[src/hdl/wdts_pkg.sv]
package wdts_pkg;

  // Field widths of the sample and level transactions.
  localparam int SAMPLE_W = 16;
  localparam int ALPHA_W  = 12;
  localparam int LEVEL_W  = 21;
  localparam int PROD_W   = ALPHA_W + SAMPLE_W;

  // Configuration register indexes and reset values.
  localparam logic REG_WARNING_ALPHA = 1'b0;
  localparam logic REG_ALARM_ALPHA   = 1'b1;
  localparam logic [ALPHA_W-1:0] WARNING_ALPHA_RESET = 12'd512;
  localparam logic [ALPHA_W-1:0] ALARM_ALPHA_RESET   = 12'd768;

  // Payload of one input transaction.
  typedef struct packed {
    logic [SAMPLE_W-1:0] sample;
    logic                eligible;
    logic                restart;
  } sample_item_t;

  // Payload of one output transaction.
  typedef struct packed {
    logic [LEVEL_W-1:0] warning_level;
    logic [LEVEL_W-1:0] alarm_level;
    logic               levels_valid;
  } level_item_t;

  // Controller states.
  typedef enum logic [4:0] {
    ST_IDLE,
    ST_CHECK,
    ST_SUM,
    ST_SUM_DRAIN,
    ST_MEAN_LOAD,
    ST_DEV_START,
    ST_DEV,
    ST_DEV_DRAIN,
    ST_DEV_LOAD,
    ST_MIN,
    ST_MUL_WARN,
    ST_LEVEL_WARN,
    ST_LEVEL_ALARM,
    ST_STORE,
    ST_FINISH
  } state_t;

  // Commands from the controller to the datapath.
  typedef struct packed {
    logic load_item;
    logic scan_start;
    logic scan_step;
    logic dev_mode;
    logic div_start;
    logic mean_capture;
    logic min_update;
    logic mul_en;
    logic mul_alarm;
    logic warn_write;
    logic alarm_write;
    logic store;
    logic finish;
  } cmd_t;

  // Status from the datapath to the controller.
  typedef struct packed {
    logic eval_go;
    logic scan_last;
    logic out_free;
  } status_t;

endpackage

[src/hdl/wdts_stream_if.sv]
interface wdts_stream_if #(
  parameter type payload_t = logic
) ();
  logic     valid;
  logic     ready;
  payload_t data;

  modport source (output valid, output data, input ready);
  modport sink (input valid, input data, output ready);
endinterface

[src/hdl/wdts_ctrl.sv]
module wdts_ctrl import wdts_pkg::*; (
  input  logic    clk,
  input  logic    rst,
  input  logic    in_valid,
  output logic    in_ready,
  input  status_t status,
  output cmd_t    cmd
);

  state_t state;
  state_t state_next;

  // State register.
  always_ff @(posedge clk) begin
    if (rst) begin
      state <= ST_IDLE;
    end else begin
      state <= state_next;
    end
  end

  // Next state and commands.
  always_comb begin
    state_next = state;
    cmd        = '0;
    in_ready   = 1'b0;
    case (state)
      ST_IDLE: begin
        in_ready = 1'b1;
        if (in_valid) begin
          cmd.load_item = 1'b1;
          state_next    = ST_CHECK;
        end
      end
      ST_CHECK: begin
        cmd.scan_start = 1'b1;
        state_next     = status.eval_go ? ST_SUM : ST_STORE;
      end
      ST_SUM: begin
        cmd.scan_step = 1'b1;
        if (status.scan_last) begin
          state_next = ST_SUM_DRAIN;
        end
      end
      ST_SUM_DRAIN: begin
        state_next = ST_MEAN_LOAD;
      end
      ST_MEAN_LOAD: begin
        cmd.div_start = 1'b1;
        state_next    = ST_DEV_START;
      end
      ST_DEV_START: begin
        cmd.mean_capture = 1'b1;
        cmd.scan_start   = 1'b1;
        state_next       = ST_DEV;
      end
      ST_DEV: begin
        cmd.scan_step = 1'b1;
        cmd.dev_mode  = 1'b1;
        if (status.scan_last) begin
          state_next = ST_DEV_DRAIN;
        end
      end
      ST_DEV_DRAIN: begin
        cmd.dev_mode = 1'b1;
        state_next   = ST_DEV_LOAD;
      end
      ST_DEV_LOAD: begin
        cmd.div_start = 1'b1;
        state_next    = ST_MIN;
      end
      ST_MIN: begin
        cmd.min_update = 1'b1;
        state_next     = ST_MUL_WARN;
      end
      ST_MUL_WARN: begin
        cmd.mul_en = 1'b1;
        state_next = ST_LEVEL_WARN;
      end
      ST_LEVEL_WARN: begin
        cmd.warn_write = 1'b1;
        cmd.mul_en     = 1'b1;
        cmd.mul_alarm  = 1'b1;
        state_next     = ST_LEVEL_ALARM;
      end
      ST_LEVEL_ALARM: begin
        cmd.alarm_write = 1'b1;
        state_next      = ST_STORE;
      end
      ST_STORE: begin
        cmd.store  = 1'b1;
        state_next = ST_FINISH;
      end
      ST_FINISH: begin
        if (status.out_free) begin
          cmd.finish = 1'b1;
          state_next = ST_IDLE;
        end
      end
      default: begin
        state_next = ST_IDLE;
      end
    endcase
  end

endmodule

[src/hdl/wdts_dp.sv]
module wdts_dp import wdts_pkg::*; #(
  parameter int WINDOW = 16
) (
  input  logic               clk,
  input  logic               rst,
  input  sample_item_t       item_in,
  input  logic [ALPHA_W-1:0] warning_alpha,
  input  logic [ALPHA_W-1:0] alarm_alpha,
  input  cmd_t               cmd,
  output status_t            status,
  wdts_stream_if.source      levels
);

  localparam int ADDR_W = $clog2(WINDOW);
  localparam int FILL_W = $clog2(WINDOW + 1);
  localparam int SUM_W  = SAMPLE_W + $clog2(WINDOW);
  // Division by WINDOW as a multiplication by the rounded-up reciprocal.
  // With the shift at SUM_W + clog2(WINDOW) the floor is exact for every sum.
  localparam int DIV_SH = SUM_W + ADDR_W;
  localparam logic [SUM_W:0] RECIP =
    (SUM_W + 1)'(((64'd1 << DIV_SH) + 64'(WINDOW - 1)) / 64'(WINDOW));

  // Latched transaction and window bookkeeping.
  sample_item_t        item;
  logic [FILL_W-1:0]   fill_count;
  logic [ADDR_W-1:0]   wr_pos;
  logic                pending_restart;

  // Window scan.
  logic [SAMPLE_W-1:0] history [WINDOW];
  logic [ADDR_W-1:0]   scan_addr;
  logic [SAMPLE_W-1:0] rd_data;
  logic                rd_valid;
  logic [SUM_W-1:0]    acc;
  logic [SAMPLE_W-1:0] abs_diff;

  // Divider by the window length.
  logic [2*SUM_W:0]    div_prod;
  logic [SAMPLE_W-1:0] quotient;

  // Minima, levels and output register.
  logic [SAMPLE_W-1:0] mean_q;
  logic [SAMPLE_W-1:0] least_mean;
  logic [SAMPLE_W-1:0] least_deviation;
  logic [PROD_W-1:0]   product;
  logic [LEVEL_W-1:0]  level_sum;
  logic [LEVEL_W-1:0]  warning_hold;
  logic [LEVEL_W-1:0]  alarm_hold;
  logic                valid_hold;
  logic                out_valid;
  level_item_t         out_item;

  // Status toward the controller.
  assign status.eval_go   = item.eligible && (fill_count == FILL_W'(WINDOW));
  assign status.scan_last = (scan_addr == ADDR_W'(WINDOW - 1));
  assign status.out_free  = !out_valid || levels.ready;

  // Item latch, restart flag and window fill state.
  always_ff @(posedge clk) begin
    if (rst) begin
      item            <= '0;
      fill_count      <= '0;
      wr_pos          <= '0;
      pending_restart <= 1'b1;
    end else begin
      if (cmd.load_item) begin
        item <= item_in;
        if (item_in.restart) begin
          pending_restart <= 1'b1;
        end
      end else if (cmd.min_update) begin
        pending_restart <= 1'b0;
      end
      if (cmd.store) begin
        wr_pos <= (wr_pos == ADDR_W'(WINDOW - 1)) ? '0 : wr_pos + ADDR_W'(1);
        if (fill_count != FILL_W'(WINDOW)) begin
          fill_count <= fill_count + FILL_W'(1);
        end
      end
    end
  end

  // History memory: one write and one registered read per cycle.
  always_ff @(posedge clk) begin
    if (cmd.store) begin
      history[wr_pos] <= item.sample;
    end
    if (cmd.scan_step) begin
      rd_data <= history[scan_addr];
    end
  end

  // Absolute distance of a stored sample from the mean.
  assign abs_diff = (mean_q >= rd_data) ? (mean_q - rd_data) : (rd_data - mean_q);

  // Scan address, read valid and the accumulator.
  always_ff @(posedge clk) begin
    if (rst) begin
      scan_addr <= '0;
      rd_valid  <= 1'b0;
      acc       <= '0;
    end else begin
      rd_valid <= cmd.scan_step;
      if (cmd.scan_start) begin
        scan_addr <= '0;
        acc       <= '0;
      end else begin
        if (cmd.scan_step) begin
          scan_addr <= scan_addr + ADDR_W'(1);
        end
        if (rd_valid) begin
          acc <= acc + SUM_W'(cmd.dev_mode ? abs_diff : rd_data);
        end
      end
    end
  end

  // Quotient of the accumulated sum by the window length, registered.
  assign div_prod = {{(SUM_W + 1){1'b0}}, acc} * {{SUM_W{1'b0}}, RECIP};

  always_ff @(posedge clk) begin
    if (cmd.div_start) begin
      quotient <= div_prod[DIV_SH +: SAMPLE_W];
    end
    if (cmd.mean_capture) begin
      mean_q <= quotient;
    end
  end

  // Running minima; a pending restart replaces them.
  always_ff @(posedge clk) begin
    if (rst) begin
      least_mean      <= '0;
      least_deviation <= '0;
    end else if (cmd.min_update) begin
      if (pending_restart || (mean_q < least_mean)) begin
        least_mean <= mean_q;
      end
      if (pending_restart || (quotient < least_deviation)) begin
        least_deviation <= quotient;
      end
    end
  end

  // Shared multiplier, registered before the level add.
  always_ff @(posedge clk) begin
    if (cmd.mul_en) begin
      product <= PROD_W'(cmd.mul_alarm ? alarm_alpha : warning_alpha) *
                 PROD_W'(least_deviation);
    end
  end

  assign level_sum = LEVEL_W'(least_mean) + LEVEL_W'(product[PROD_W-1:8]);

  // Held thresholds.
  always_ff @(posedge clk) begin
    if (rst) begin
      warning_hold <= '0;
      alarm_hold   <= '0;
      valid_hold   <= 1'b0;
    end else begin
      if (cmd.warn_write) begin
        warning_hold <= level_sum;
      end
      if (cmd.alarm_write) begin
        alarm_hold <= level_sum;
        valid_hold <= 1'b1;
      end
    end
  end

  // Output register.
  always_ff @(posedge clk) begin
    if (rst) begin
      out_valid <= 1'b0;
    end else if (cmd.finish) begin
      out_valid <= 1'b1;
    end else if (levels.ready) begin
      out_valid <= 1'b0;
    end
  end

  always_ff @(posedge clk) begin
    if (cmd.finish) begin
      out_item.warning_level <= warning_hold;
      out_item.alarm_level   <= alarm_hold;
      out_item.levels_valid  <= valid_hold;
    end
  end

  assign levels.valid = out_valid;
  assign levels.data  = out_item;

endmodule

[src/hdl/window_deviation_threshold_setter_top.sv]
// Channel   Role    Payload                                     Handshake
// samples   sink    sample[15:0], eligible, restart             valid/ready
// levels    source  warning_level[20:0], alarm_level[20:0],     valid/ready
//                   levels_valid
// config    write   wr_en, wr_index, wr_data[11:0]              write on wr_en
//
// One transaction is worked at a time. Without an evaluation a transaction only
// passes the check, store and finish states; with one its length is set by two
// scans of the history memory through its single read port.
// Each division by WINDOW is a reciprocal multiplication with a registered quotient.
// Reset is synchronous; no memory clearing pass is needed after it.
// A finished result waits in the output register while the next sample is taken;
// that sample's result then stalls until the output register is free.
module window_deviation_threshold_setter_top import wdts_pkg::*; #(
  parameter int WINDOW = 16
) (
  input  logic               clk,
  input  logic               rst,
  input  logic               wr_en,
  input  logic               wr_index,
  input  logic [ALPHA_W-1:0] wr_data,
  wdts_stream_if.sink        samples,
  wdts_stream_if.source      levels
);

  logic [ALPHA_W-1:0] warning_alpha;
  logic [ALPHA_W-1:0] alarm_alpha;
  logic               in_ready;
  cmd_t               cmd;
  status_t            status;

  // Configuration registers.
  always_ff @(posedge clk) begin
    if (rst) begin
      warning_alpha <= WARNING_ALPHA_RESET;
      alarm_alpha   <= ALARM_ALPHA_RESET;
    end else if (wr_en) begin
      case (wr_index)
        REG_WARNING_ALPHA: warning_alpha <= wr_data;
        REG_ALARM_ALPHA:   alarm_alpha   <= wr_data;
        default: begin
        end
      endcase
    end
  end

  assign samples.ready = in_ready;

  wdts_ctrl u_ctrl (
    .clk      (clk),
    .rst      (rst),
    .in_valid (samples.valid),
    .in_ready (in_ready),
    .status   (status),
    .cmd      (cmd)
  );

  wdts_dp #(
    .WINDOW (WINDOW)
  ) u_dp (
    .clk           (clk),
    .rst           (rst),
    .item_in       (samples.data),
    .warning_alpha (warning_alpha),
    .alarm_alpha   (alarm_alpha),
    .cmd           (cmd),
    .status        (status),
    .levels        (levels)
  );

endmodule

[src/flat_wrapper.sv]
// flat-port wrapper written by rule: the top's interface ports become plain ports
module window_deviation_threshold_setter_top_flat import wdts_pkg::*;
#(
  parameter int WINDOW = 16
)
  (clk, rst, wr_en, wr_index, wr_data, samples_valid, samples_data, samples_ready, levels_valid, levels_data, levels_ready);
  wdts_stream_if #(.payload_t(sample_item_t)) samples_i ();
  wdts_stream_if #(.payload_t(level_item_t)) levels_i ();
  input  logic clk;
  input  logic rst;
  input  logic wr_en;
  input  logic wr_index;
  input  logic [ALPHA_W-1:0] wr_data;
  input wire logic [$bits(samples_i.valid)-1:0] samples_valid;
  input wire logic [$bits(samples_i.data)-1:0] samples_data;
  output wire logic [$bits(samples_i.ready)-1:0] samples_ready;
  output wire logic [$bits(levels_i.valid)-1:0] levels_valid;
  output wire logic [$bits(levels_i.data)-1:0] levels_data;
  input wire logic [$bits(levels_i.ready)-1:0] levels_ready;
  assign samples_i.valid = samples_valid;
  assign samples_i.data = samples_data;
  assign samples_ready = samples_i.ready;
  assign levels_valid = levels_i.valid;
  assign levels_data = levels_i.data;
  assign levels_i.ready = levels_ready;
  window_deviation_threshold_setter_top #(.WINDOW(WINDOW)) u_core (.clk(clk), .rst(rst), .wr_en(wr_en), .wr_index(wr_index), .wr_data(wr_data), .samples(samples_i), .levels(levels_i));
endmodule
[config.mk]
export PLATFORM = sky130hd
export DESIGN_NAME = window_deviation_threshold_setter_top_flat
export DESIGN_NICKNAME = d
export VERILOG_FILES = /design/src/hdl/wdts_pkg.sv /design/src/hdl/wdts_stream_if.sv /design/src/hdl/wdts_ctrl.sv /design/src/hdl/wdts_dp.sv /design/src/hdl/window_deviation_threshold_setter_top.sv /design/src/flat_wrapper.sv
export SDC_FILE = /design/constraint.sdc
export NUM_CORES = 1
export LEC_CHECK = 0
export BUFFER_PORTS_ARGS = -buffer_cell sky130_fd_sc_hd__buf_2
export CAP_MARGIN = 10
export CORE_ASPECT_RATIO = 0.8
export CORE_UTILIZATION = 30
export CTS_CLUSTER_DIAMETER = 60
export DETAILED_ROUTE_END_ITERATION = 8
export HOLD_SLACK_MARGIN = 0.08
export SLEW_MARGIN = 20
export SYNTH_ARGS = -nofsm -noshare
export SYNTH_HDL_FRONTEND = slang
export SYNTH_SLANG_ARGS = --single-unit
[constraint.sdc]
create_clock -name clk -period 12.2 [get_ports clk]
set_clock_uncertainty 0.15 [all_clocks]
set_input_delay 1.22 -clock clk [delete_from_list [all_inputs] [get_ports clk]]
set_output_delay 1.22 -clock clk [all_outputs]
set_load 0.01 [all_outputs]
==> impl_metrics.json <==
{
  "powerDensity_nw_per_um2": 136,
  "fillCellCount": 9203,
  "tritoncts": "built",
  "cts_max_level": 2,
  "critical_path_arrival_ns": 7.97,
  "fmax_mhz": 129,
  "async_flop_share_pct": 0,
  "grt_pass1_vias": 17901,
  "layout_common_cells": "edfxtp_1, nand2_1, inv_1",
  "vias": 18118,
  "rows": 100,
  "yosys_warnings": 0,
  "antenna_found_initial": 0,
  "place_congestion": 0.922,
  "post-dp-hpwl_mm": 48.3,
  "drt-initial-drc-count": 1417,
  "synthFlopType": "edfxtp_1",
  "cp_slowest_cell": "and3b_1",
  "route.detailed.drc": 0,
  "whs_ns": 0.278,
  "ys_seq_area_share_pct": 49.5,
  "finalMaxSlewViolations": 0,
  "die_w_um": 347,
  "grt_overflow": 0,
  "final_core_util_pct": 34.6,
  "cp.required_ns": 12.42,
  "synth_fp_nets": 2794,
  "ir_drop_uv": 112,
  "path_class": "register to register",
  "hold_viol": 0,
  "ys_ff_latch": 523,
  "cts_sinks": 523,
  "port-buffer-count": 80,
  "synth_area_um2": 28600,
  "ctsResizeCount": 0,
  "nNetsFinal": 2859,
  "syn_inst": 2453,
  "mostFrequentLayoutCell": "edfxtp_1",
  "dieHeight_um": 278,
  "status": "finished, final reports clean",
  "endpoint_kind": "register",
  "crit_chain": "and3b_1 -> nand2_1 -> buf_4 -> nand2_1 -> and2_1 -> nor2_1 -> fa_1 -> fa_1 -> fa_1 -> fa_1 -> inv_1 -> fa_1 -> inv_1 -> ha_1 -> a21o_1 -> a21o_1 -> a21o_1 -> a21oi_1 -> a31oi_1 -> o211ai_1 -> o21ai_0 -> a21oi_1 -> xnor2_1",
  "core-area_um2": 93700,
  "drt-vias-per-instance": 4.78,
  "slowest_delay_ns": 0.83,
  "grt_setup_unrepaired": "no",
  "worstSkewPairLatency_ns": 0.61,
  "max_slew.worst_pin.slew_ns": 1.06,
  "syn_avg_cell_area_um2": 11.7,
  "pin_count": 81,
  "post_cts_buffers": 0,
  "crit_top_cell": "fa_1",
  "netlist-cell-type-count": 66,
  "drive_gt1_share_pct": 12.2,
  "drt-total-wl_mm": 67.6,
  "ctsRootBufferMaster": "clkbuf_16",
  "drt_pass1_iterations": 5,
  "cts_hold_buf": 0,
  "grt_usage_pct": 14.0,
  "max_cap_violations": 0,
  "period_minus_slack_ns": 7.75,
  "diodes": 0,
  "min_period_over_period_pct": 63.5,
  "die-area_um2": 96600,
  "relSlewSlack_pct": 29.2,
  "cts.clk_slew.worst_paths_ns": 0.06,
  "total_power_mw": 4.40,
  "worstPathMaxFanout": 29,
  "area_growth_pct": 13.3,
  "grt_max_degree": 75,
  "wl_per_cell_um": 17.8,
  "fin_setup_tns_ns": 0,
  "synth_edf_count": 367,
  "setup_viol": 0,
  "cts_inserted_buffers": 55,
  "leakagePower_nw": 12.5,
  "clk_path_buf_depth": 3,
  "start_util_pct": 30.5,
  "grt_pass1_wl_mm": 106,
  "holdCritPathClass": "register to register",
  "worst_setup_path_start_kind": "register",
  "postRouteAntennaNets": 0
}
-- sequential cells by signal, indices dropped and copies added (netlist names), 4 cells and up --
signal	cells
u_core.u_dp.warning_hold	21
u_core.u_dp.history	256
u_core.warning_alpha	12
u_core.u_ctrl.state	4
u_core.u_dp.scan_addr	4
u_core.u_dp.product	20
u_core.u_dp.alarm_hold	21
u_core.u_dp.least_deviation	16
u_core.u_dp.item	17
u_core.u_dp.fill_count	5
u_core.u_dp.mean_q	16
u_core.u_dp.quotient	16
u_core.u_dp.rd_data	16
u_core.u_dp.levels.data	43
u_core.alarm_alpha	12
u_core.u_dp.least_mean	16
u_core.u_dp.acc	20
u_core.u_dp.wr_pos	4
-- through the flow --
step	cells	cell area, um2	setup WS, ns
finish	3789	32400	4.45
global route	3789	32400	3.91
CTS	3789	32400	4.46
detailed placement	3685	30500	4.50
global placement	3684	30400	4.52
floorplan	2453	28600	5.00
-- critical path: cells and delay by family, from the launching register on --
family / cells / cell delay (ns)
adders and majority gates: 6 / 2.97
and+or+nand+nor: 5 / 1.59
AOI/OAI and AO/OA: 8 / 1.59
DFF: 1 / 0.70
buffers and inverters: 3 / 0.37
xor gates and xnor gates: 1 / 0.09
-- area by class of cell --
type	instances	area (um2)	area share [%]
Multi-Input combinational cell	1560	13100	40.5
Sequential cell	523	14100	43.7
Tap cell	1224	1530	4.73
Clock inverter	27	399	1.23
Clock buffer	77	1510	4.67
Inverter	263	987	3.05
Timing Repair Buffer	115	678	2.09
-- cells by family after synthesis --
logic type,share of synthesized area [%]
buffers and inverters,4.94
AOI/OAI and AO/OA,8.23
and+or+nand+nor,10.2
xor gates and xnor gates,2.17
adders and majority gates,17.1
muxes,7.89
DFF,49.5
-- report_power, final --
group	internal [mW]	switching, mW
sequential	1.99	0.113
combinational	0.223	0.338
clock	1.02	0.707
total	3.24	1.16
-- layer usage --
layer / global-route usage, % / routed length [um] / vias to the layer above
met4: 3.23 / 1280 / 0
met3: 3.18 / 5050 / 84
li1: - / - / 8676
met1: 20.2 / 31800 / 8828
met2: 21.3 / 29400 / 530
met5: 0 / 0 / -
-- path summary, 6_finish.rpt --
kind / start / endpoint / slack (ns) / cells after the start
setup / recovery: u_core.u_ctrl.state[3] / u_core.u_dp.product[27] / 4.45 / 23
setup reg to reg: u_core.u_ctrl.state[3] / u_core.u_dp.product[27] / 4.45 / 23
hold / removal: u_core.u_dp.alarm_hold[16] / u_core.u_dp.levels.data[17] / 0.28 / 0
hold reg to reg: u_core.u_dp.alarm_hold[16] / u_core.u_dp.levels.data[17] / 0.28 / 0
-- synthesized netlist by cell type (3+ instances only) --
cell type	instances	area, um2
edfxtp_1	367	11000
nand2_1	358	1340
inv_1	261	980
a21oi_1	176	881
ha_1	162	2030
dfxtp_1	156	3120
nor2_1	145	544
fa_1	143	2860
clkbuf_1	80	300
mux4_2	80	1800
o21ai_0	66	330
a21o_1	43	323
mux2i_1	43	430
xnor2_1	42	368
nand3_1	33	165
xor2_1	29	254
nor3_1	26	130
nor2b_1	19	119
buf_1	18	67.6
a211oi_1	17	128
nand2b_1	17	106
nand4_1	17	106
o21a_1	17	128
and2_1	15	93.8
o21bai_1	11	82.6
a31oi_1	10	62.6
and3_1	10	62.6
o31ai_1	7	52.6
buf_2	5	25.0
nand3b_1	5	37.5
o22ai_1	5	31.3
or3_1	5	31.3
a211o_1	4	35.0
a311oi_1	4	35.0
a31o_2	4	35.0
nor4_1	4	25.0
or4_1	4	30.0
buf_4	3	22.5
nor3b_1	3	22.5
nor4b_1	3	26.3
No activity file was read; power rests on OpenSTA's default activity.
